<file path="config.mk">
export PLATFORM = sky130hd
export DESIGN_NAME = ssp_cell
export DESIGN_NICKNAME = d
export VERILOG_FILES = /design/src/rtl/core/ssp_pkg.sv /design/src/rtl/core/ssp_cell.sv
export SDC_FILE = /design/constraint.sdc
export NUM_CORES = 1
export LEC_CHECK = 0
export BUFFER_PORTS_ARGS = -buffer_cell sky130_fd_sc_hd__buf_4
export CORE_AREA = 2 2 159 161
export DETAILED_ROUTE_END_ITERATION = 7
export DIE_AREA = 0 0 161 163
export PLACE_DENSITY = 0.51
export REMOVE_ABC_BUFFERS = 1
export SLEW_MARGIN = 20
export SYNTH_ARGS = -nofsm -noshare
export SYNTH_HDL_FRONTEND = slang
export SYNTH_SLANG_ARGS = --single-unit
</file>
<file path="constraint.sdc">
create_clock -name clk -period 12.68 [get_ports clk]
set_input_delay 0.634 -clock clk [delete_from_list [all_inputs] [get_ports clk]]
set_output_delay 0.634 -clock clk [all_outputs]
set_load 0.01 [all_outputs]
</file>
<file path="src/rtl/core/ssp_pkg.sv">
// ---------------------------------------------------------------------------
// Sum-sorted pair table: shared definitions
// Codes, payload types and helper functions used by the cells and the
// top level.
// ---------------------------------------------------------------------------
package ssp_pkg;

	// Default number of cells in the chain.
	localparam int unsigned DEPTH_DEFAULT = 16;

	// Operation codes carried by the action field of an input item.
	typedef enum logic [1:0] {
		ACT_INSERT = 2'd0,
		ACT_PURGE  = 2'd1,
		ACT_FIND   = 2'd2,
		ACT_READ   = 2'd3
	} action_t;

	// Predicate codes; the fourth code matches no pair.
	typedef enum logic [1:0] {
		PRED_LESS        = 2'd0,
		PRED_BOTH_EVEN   = 2'd1,
		PRED_SECOND_ZERO = 2'd2
	} pred_t;

	// Result status codes.
	typedef enum logic [1:0] {
		ST_OK   = 2'd0,
		ST_FULL = 2'd1,
		ST_MISS = 2'd2
	} status_t;

	// What every cell does in a given cycle.
	typedef enum logic [1:0] {
		CELL_HOLD    = 2'd0,
		CELL_INSERT  = 2'd1,
		CELL_MARK    = 2'd2,
		CELL_COMPACT = 2'd3
	} cell_op_t;

	// Sequencer states of the top level.
	typedef enum logic [2:0] {
		S_IDLE,
		S_EXEC,
		S_COMPACT,
		S_GATHER,
		S_POST
	} state_t;

	// One stored pair together with its 33-bit sum.
	typedef struct packed {
		logic signed [31:0] first;
		logic signed [31:0] second;
		logic signed [32:0] sum;
	} pair_t;

	// Broadcast control shared by all cells.
	typedef struct packed {
		cell_op_t   op;
		logic [1:0] predicate;
		pair_t      fresh;
	} cell_ctrl_t;

	// Per-cell control from the top level and the neighbouring cells.
	typedef struct packed {
		logic occupied;
		logic sel_in;
		logic le_left;
		logic hole_left;
		logic hole_right;
	} cell_nbr_t;

	// Per-cell status flags.
	typedef struct packed {
		logic le;
		logic hole;
		logic match;
		logic sel;
	} cell_stat_t;

	// A pending result waiting for the output register.
	typedef struct packed {
		status_t            status;
		logic signed [31:0] first;
		logic signed [31:0] second;
	} res_t;

	// Sum of a pair, formed one bit wider so that it cannot overflow.
	function automatic logic signed [32:0] pair_sum(logic signed [31:0] a,
			logic signed [31:0] b);
		pair_sum = {a[31], a} + {b[31], b};
	endfunction

	// Predicate test on one pair.
	function automatic logic pair_match(logic [1:0] pred, logic signed [31:0] a,
			logic signed [31:0] b);
		case (pred)
			PRED_LESS:        pair_match = (a < b);
			PRED_BOTH_EVEN:   pair_match = !a[0] && !b[0];
			PRED_SECOND_ZERO: pair_match = (b == 32'sd0);
			default:          pair_match = 1'b0;
		endcase
	endfunction

endpackage

</file>
<file path="src/rtl/core/ssp_cell.sv">
// ---------------------------------------------------------------------------
// Sum-sorted pair table: storage cell
// Holds one pair and its sum, takes part in ordered insertion by taking the new
// pair or shifting from its left neighbour, and in purge compaction by swapping
// with its neighbours.
// ---------------------------------------------------------------------------
module ssp_cell (
	input  logic              clk,
	input  logic              arst_n,
	input  ssp_pkg::cell_ctrl_t ctrl,
	input  ssp_pkg::cell_nbr_t  nbr,
	input  ssp_pkg::pair_t      left_entry,
	input  ssp_pkg::pair_t      right_entry,
	output ssp_pkg::pair_t      entry,
	output ssp_pkg::cell_stat_t stat
);

	ssp_pkg::pair_t entry_q;
	logic           hole_q;
	logic           sel_q;
	logic           le;
	logic           match;
	logic           swap_in;
	logic           swap_out;

	// The stored pair belongs at or before the new pair in sum order.
	assign le    = nbr.occupied && (entry_q.sum <= ctrl.fresh.sum);
	assign match = nbr.occupied &&
		ssp_pkg::pair_match(ctrl.predicate, entry_q.first, entry_q.second);

	// A hole swaps with a kept pair on its right.
	assign swap_in  = hole_q && !nbr.hole_right;
	assign swap_out = !hole_q && nbr.hole_left;

	// Pair storage; no reset, entries are only read once written.
	always_ff @(posedge clk) begin
		unique case (ctrl.op)
			ssp_pkg::CELL_INSERT: begin
				if (!le) begin
					entry_q <= nbr.le_left ? ctrl.fresh : left_entry;
				end
			end
			ssp_pkg::CELL_COMPACT: begin
				if (swap_in) begin
					entry_q <= right_entry;
				end else if (swap_out) begin
					entry_q <= left_entry;
				end
			end
			default: begin
				entry_q <= entry_q;
			end
		endcase
	end

	// Hole and selection flags.
	always_ff @(posedge clk or negedge arst_n) begin
		if (!arst_n) begin
			hole_q <= 1'b0;
			sel_q  <= 1'b0;
		end else begin
			unique case (ctrl.op)
				ssp_pkg::CELL_MARK: begin
					hole_q <= !nbr.occupied || match;
					sel_q  <= nbr.sel_in;
				end
				ssp_pkg::CELL_COMPACT: begin
					if (swap_in) begin
						hole_q <= 1'b0;
					end else if (swap_out) begin
						hole_q <= 1'b1;
					end
				end
				default: begin
					hole_q <= hole_q;
				end
			endcase
		end
	end

	assign entry      = entry_q;
	assign stat.le    = le;
	assign stat.hole  = hole_q;
	assign stat.match = match;
	assign stat.sel   = sel_q;

endmodule
</file>
Word level (Yosys, flattened, before mapping)

Index checks and enable logic that the tools add are counted.

Add/sub/neg operators: 0
$mul: 0
Div/mod/pow operators: 0
Magnitude comparators: 2
Equality and inequality tests: 7
Shift operators: 0
Multiplexer cells: 9
Bitwise gates (word level): 0
Reduce and logical (&&, ||, !) cells: 17

Operator list:

| operator           | count |
|---|---|
| $mux 97            | 4 |
| $pmux 97 s2        | 1 |
| $le 33x33->1       | 1 |
| $logic_not 32->1   | 1 |
| $lt 32x32->1       | 1 |
| $eq 2x2->1 const B | 3 |
| $logic_and 1x1->1  | 5 |
| $logic_not 1->1    | 5 |
| $eq 2x1->1 const B | 2 |
| $reduce_bool 2->1  | 2 |
| $ne 3x3->1 const B | 1 |
| $pmux 1 s3         | 1 |
| $reduce_and 3->1   | 1 |
| $logic_not 2->1    | 1 |
| $mux 1             | 2 |
| $ne 2x2->1 const B | 1 |
| $pmux 1 s2         | 1 |
| $reduce_and 2->1   | 1 |
| $logic_or 1x1->1   | 1 |

Register bits: 99
Latch bits: 0
RAM bits: 0
ROM bits: 0
Bits of input ports: 302
Logic and storage cells: 40
Memories: 0

Longest topological paths before layout

Depth after elaboration: 6
Gate-level depth with buffers: 10

Least setup slack after synthesis

No wires, ideal clock.

Path kind: input to register
From: input ctrl[22] in the netlist's numbering
To: register entry_q, in the netlist entry[0] (enable)
Setup time: 585 ps
Arrival time: 6414 ps
Path slack: 5681 ps
Stages on the path: 7
Buffers on the path: 0
Cells stage by stage: inv_1 > ha_1 > nand4_1 > nor4_1 > o21ai_0 > a21o_1 > a21oi_1

Word-level cells in the longest chain between the ends: 4

Ends and longest elaborated chain:

| item                       | RTL line       | text |
|---|---|---|
| start, declared            | ssp_cell.sv:10 | `input ssp_pkg::cell_ctrl_t ctrl,` |
| $le 33x33->1               | ssp_cell.sv:27 | `assign le = nbr.occupied && (entry_q.sum <= ctrl.fresh.sum);` |
| $logic_and 1x1->1          | ssp_cell.sv:27 |  |
| via le                     | ssp_cell.sv:21 | `logic le;` |
| $ne 2x2->1 (no line)       | n/a            |  |
| $reduce_and 3->1 (no line) | n/a            |  |
| end signal, assigned       | ssp_cell.sv:40 | `entry_q <= nbr.le_left ? ctrl.fresh : left_entry;` |
| end signal, assigned       | ssp_cell.sv:45 | `entry_q <= right_entry;` |
| end signal, assigned       | ssp_cell.sv:47 | `entry_q <= left_entry;` |
| end, declared              | ssp_cell.sv:18 | `ssp_pkg::pair_t entry_q;` |

The timed path passes the listed nets, and every way through them passes these cells.
A chain may end at the register's enable or synchronous reset.

==> results by group <==
GRT
  • Gr ovfl total: 0
  • Number of global-route vias before repair: 6352
  • Antenna violations before repair: 0
  • Total track usage: 18.0%
  • Largest net degree at the start of global routing: 100
  • First-pass GRT wire length: 36100 um

Critical path
  • R2r setup slk: 9530 ps
  • Worst EP arrival: 2810 ps
  • Delay-heaviest family, CP: compound AO/OA/AOI/OAI gates
  • Worst EP required: 12050 ps
  • Crit path cell chain: inv_1, ha_1, a21oi_1, nor2_1, a2111oi_4, o211ai_1, a21oi_2, mux2i_1, nor3b_2, buf_4
  • Startpoint types: register
  • Crit-path max FO: 3
  • Slowest CP cell: edfxtp_1
  • Kind of critical path: register to output port
  • Critical path's largest stage delay: 430 ps
  • CP endpoint kind: output port
  • Buf+Inv Stages, Crit Path: 2

Route
  • WL met1: 10200 um
  • WL final: 24500 um
  • Routed wl met3: 1320 um
  • DRT iter0 DRCs: 305
  • Vias per inst: 4.55
  • DRC Markers: 0
  • Post-route ant nets: 0
  • Drt wl/cell: 17.4 um
  • Drt pass-1 iters: 5
  • Max Used Layer: met4
  • Vias: 6427
  • Met2 wire len: 12700 um

Logic synthesis
  • Area leader, netlist: edfxtp_1
  • Seq/Total Area, Yosys: 45.9%
  • Post-synth top area share: 45.2%
  • Avg Cell Area, Syn: 9.31 um2
  • Ys async rst share: 2.02%
  • Cells after synthesis: 693
  • Netlist cell types: 43
  • Register bit total from synthesis: 99
  • YS warnings: 0
  • Top cells by area, synth: edfxtp_1 45%, ha_1 12%, nand2_1 12%, a22oi_1 11%, inv_1 4.0%
  • Post-synth EDFFs: 97
  • Synthesized area: 6450 um2
  • Top FF cell, synth: edfxtp_1

Layout
  • Core Util, Final: 41.0%
  • Antenna Cells: 0
  • Area grow syn2layout: 56.8%
  • Final net count: 1443
  • Share of layout cells above drive strength 1: 40.0%
  • Fill count: 2562

STA
  • Max Fclk: 290 MHz
  • Final Slew Violations: 0
  • RSZ-0062 raised after global routing: no
  • Setup TNS: 0 ps
  • Slew HR: 26.3%
  • Setup ws final: 9240 ps
  • Final Critical Period: 3440 ps
  • Worst slew pin tran: 1100 ps
  • Final hold violation count: 0
  • Setup violations, final: 0
  • Hold_ws: 59.7 ps
  • Period utilisation layout: 27.2%
  • Skew final: 11.8 ps

Clock network
  • CTS Sinks: 99
  • H-tree Lvls: 3
  • Post-CTS Resized: 0
  • Setup bufs post-CTS: 0
  • Worst-case clock buffer depth: 2
  • Clock tree from TritonCTS: yes
  • Clk root buf: clkbuf_16
  • Hold Buf Count CTS: 0
  • Num CTS Buffers: 9
  • Worst-path clk slew: 70 ps
  • Clk Latency, worst-skew pair: 350 ps

Status
  • Outcome: finished clean

Placed design
  • Dpl ws: 9240 ps
  • Routability Congestion: 0.798
  • # port buffers: 402
  • Final HPWL DP: 19800 um

Die
  • Chip Height: 163 um
  • Num ports: 403
  • # rows: 58
  • Die Wd: 161 um
  • Die footprint: 26200 um2
  • Placeable Area: 24700 um2
  • Starting Density: 26.1%

Power and ir drop
  • Max VDD drop: 0.0521 mV
  • Design Power: 1020 uW
  • Static leakage: 0.00502 uW
  • Cell Pwr Density: 101 nW/um2

Job
  • Maximum Capacitance Violations: 0

Hold path
  • Hold WC Path Type: primary input to async pin
## logic make-up (layout without fill, tap and decap cells)
family                     Yosys count  in the layout  synth area share [%]
AOI/OAI and AO/OA                  165            165                  18.2
adders and majority gates           64             64                  12.4
buffers and inverters              104            493                  6.44
DFF                                 99             99                  45.9
muxes                                2              2                 0.330
and+or+nand+nor                    259            259                  16.6
## stage by stage
stage / instance area, um2 / cells
final: 10100 / 1412
after global routing: 10100 / 1412
after CTS: 10100 / 1411
after detailed placement: 9800 / 1395
after global placement: 9800 / 1395
after floorplan: 6290 / 657
## path summary, 6_finish.rpt
kind | start | endpoint | cells past startpoint
max in group asynchronous | arst_n | sel_q | 1
worst max register to register | entry[22] | entry[57] | 7
min in group clk | sel_q | sel_q | 1
worst min-delay path | arst_n | hole_q | 1
worst max-delay path | entry[46] | stat[1] | 10
worst min register to register | sel_q | sel_q | 1
## Yosys cell counts (all sizes together), types with 3 or more instances
cell type / n
a21o: 12
a21oi: 22
a22oi: 96
buf: 17
clkbuf: 19
edfxtp: 97
ha: 64
inv: 68
nand2: 209
nand3: 4
nand4: 9
nor2: 14
nor2b: 3
nor3: 3
nor4: 9
o21a: 3
o21ai: 19
## worst register-to-register path: cells and delay by family (launching register included)
kind | cells | cell delay (ps)
compound gates | 3 | 610
flops | 1 | 420
fa+ha+maj | 1 | 320
simple gates | 2 | 790
buf+inv | 1 | 580
## final cells by class
| class | count | area, um2 | share of cell area (%) |
|---|---|---|---|
| Clock buffer | 9 | 225 | 2.23 |
| Tap cell | 330 | 413 | 4.08 |
| Sequential cell | 99 | 2960 | 29.3 |
| Clock inverter | 7 | 68.8 | 0.681 |
| Inverter | 68 | 255 | 2.52 |
| Multi-Input combinational cell | 490 | 3100 | 30.7 |
| Timing Repair Buffer | 409 | 3080 | 30.5 |
## power breakdown
part	total, uW	internal [uW]	leakage, uW	switching (uW)
Sequential	433	408	0.000952	25.5
Combinational	313	159	0.00393	154
Clock	278	153	0.000144	125
Total	1020	719	0.00502	305
## layout by cell type (no fill, tap or decap), drive strengths merged, types with 3 or more instances in the layout
cell / n
nor4: 9
o21a: 3
clkinv: 6
inv: 68
a21o: 12
nand2: 209
nor3: 3
edfxtp: 97
nand3: 4
nor2b: 3
buf: 409
ha: 64
nor2: 14
o21ai: 19
a22oi: 96
a21oi: 22
clkbuf: 9
nand4: 9
## flip-flops by register name, summed over array words and instances (netlist names)
signal,count
hole_q,1
sel_q,1
entry,97
## metal layers
layer | global-route usage [%] | vias up
li1 | - | 3253
met4 | 4.71 | 0
met3 | 3.08 | 15
met5 | 0 | -
met2 | 32.5 | 219
met1 | 22.1 | 2940
(Power assumes the default switching activity.)
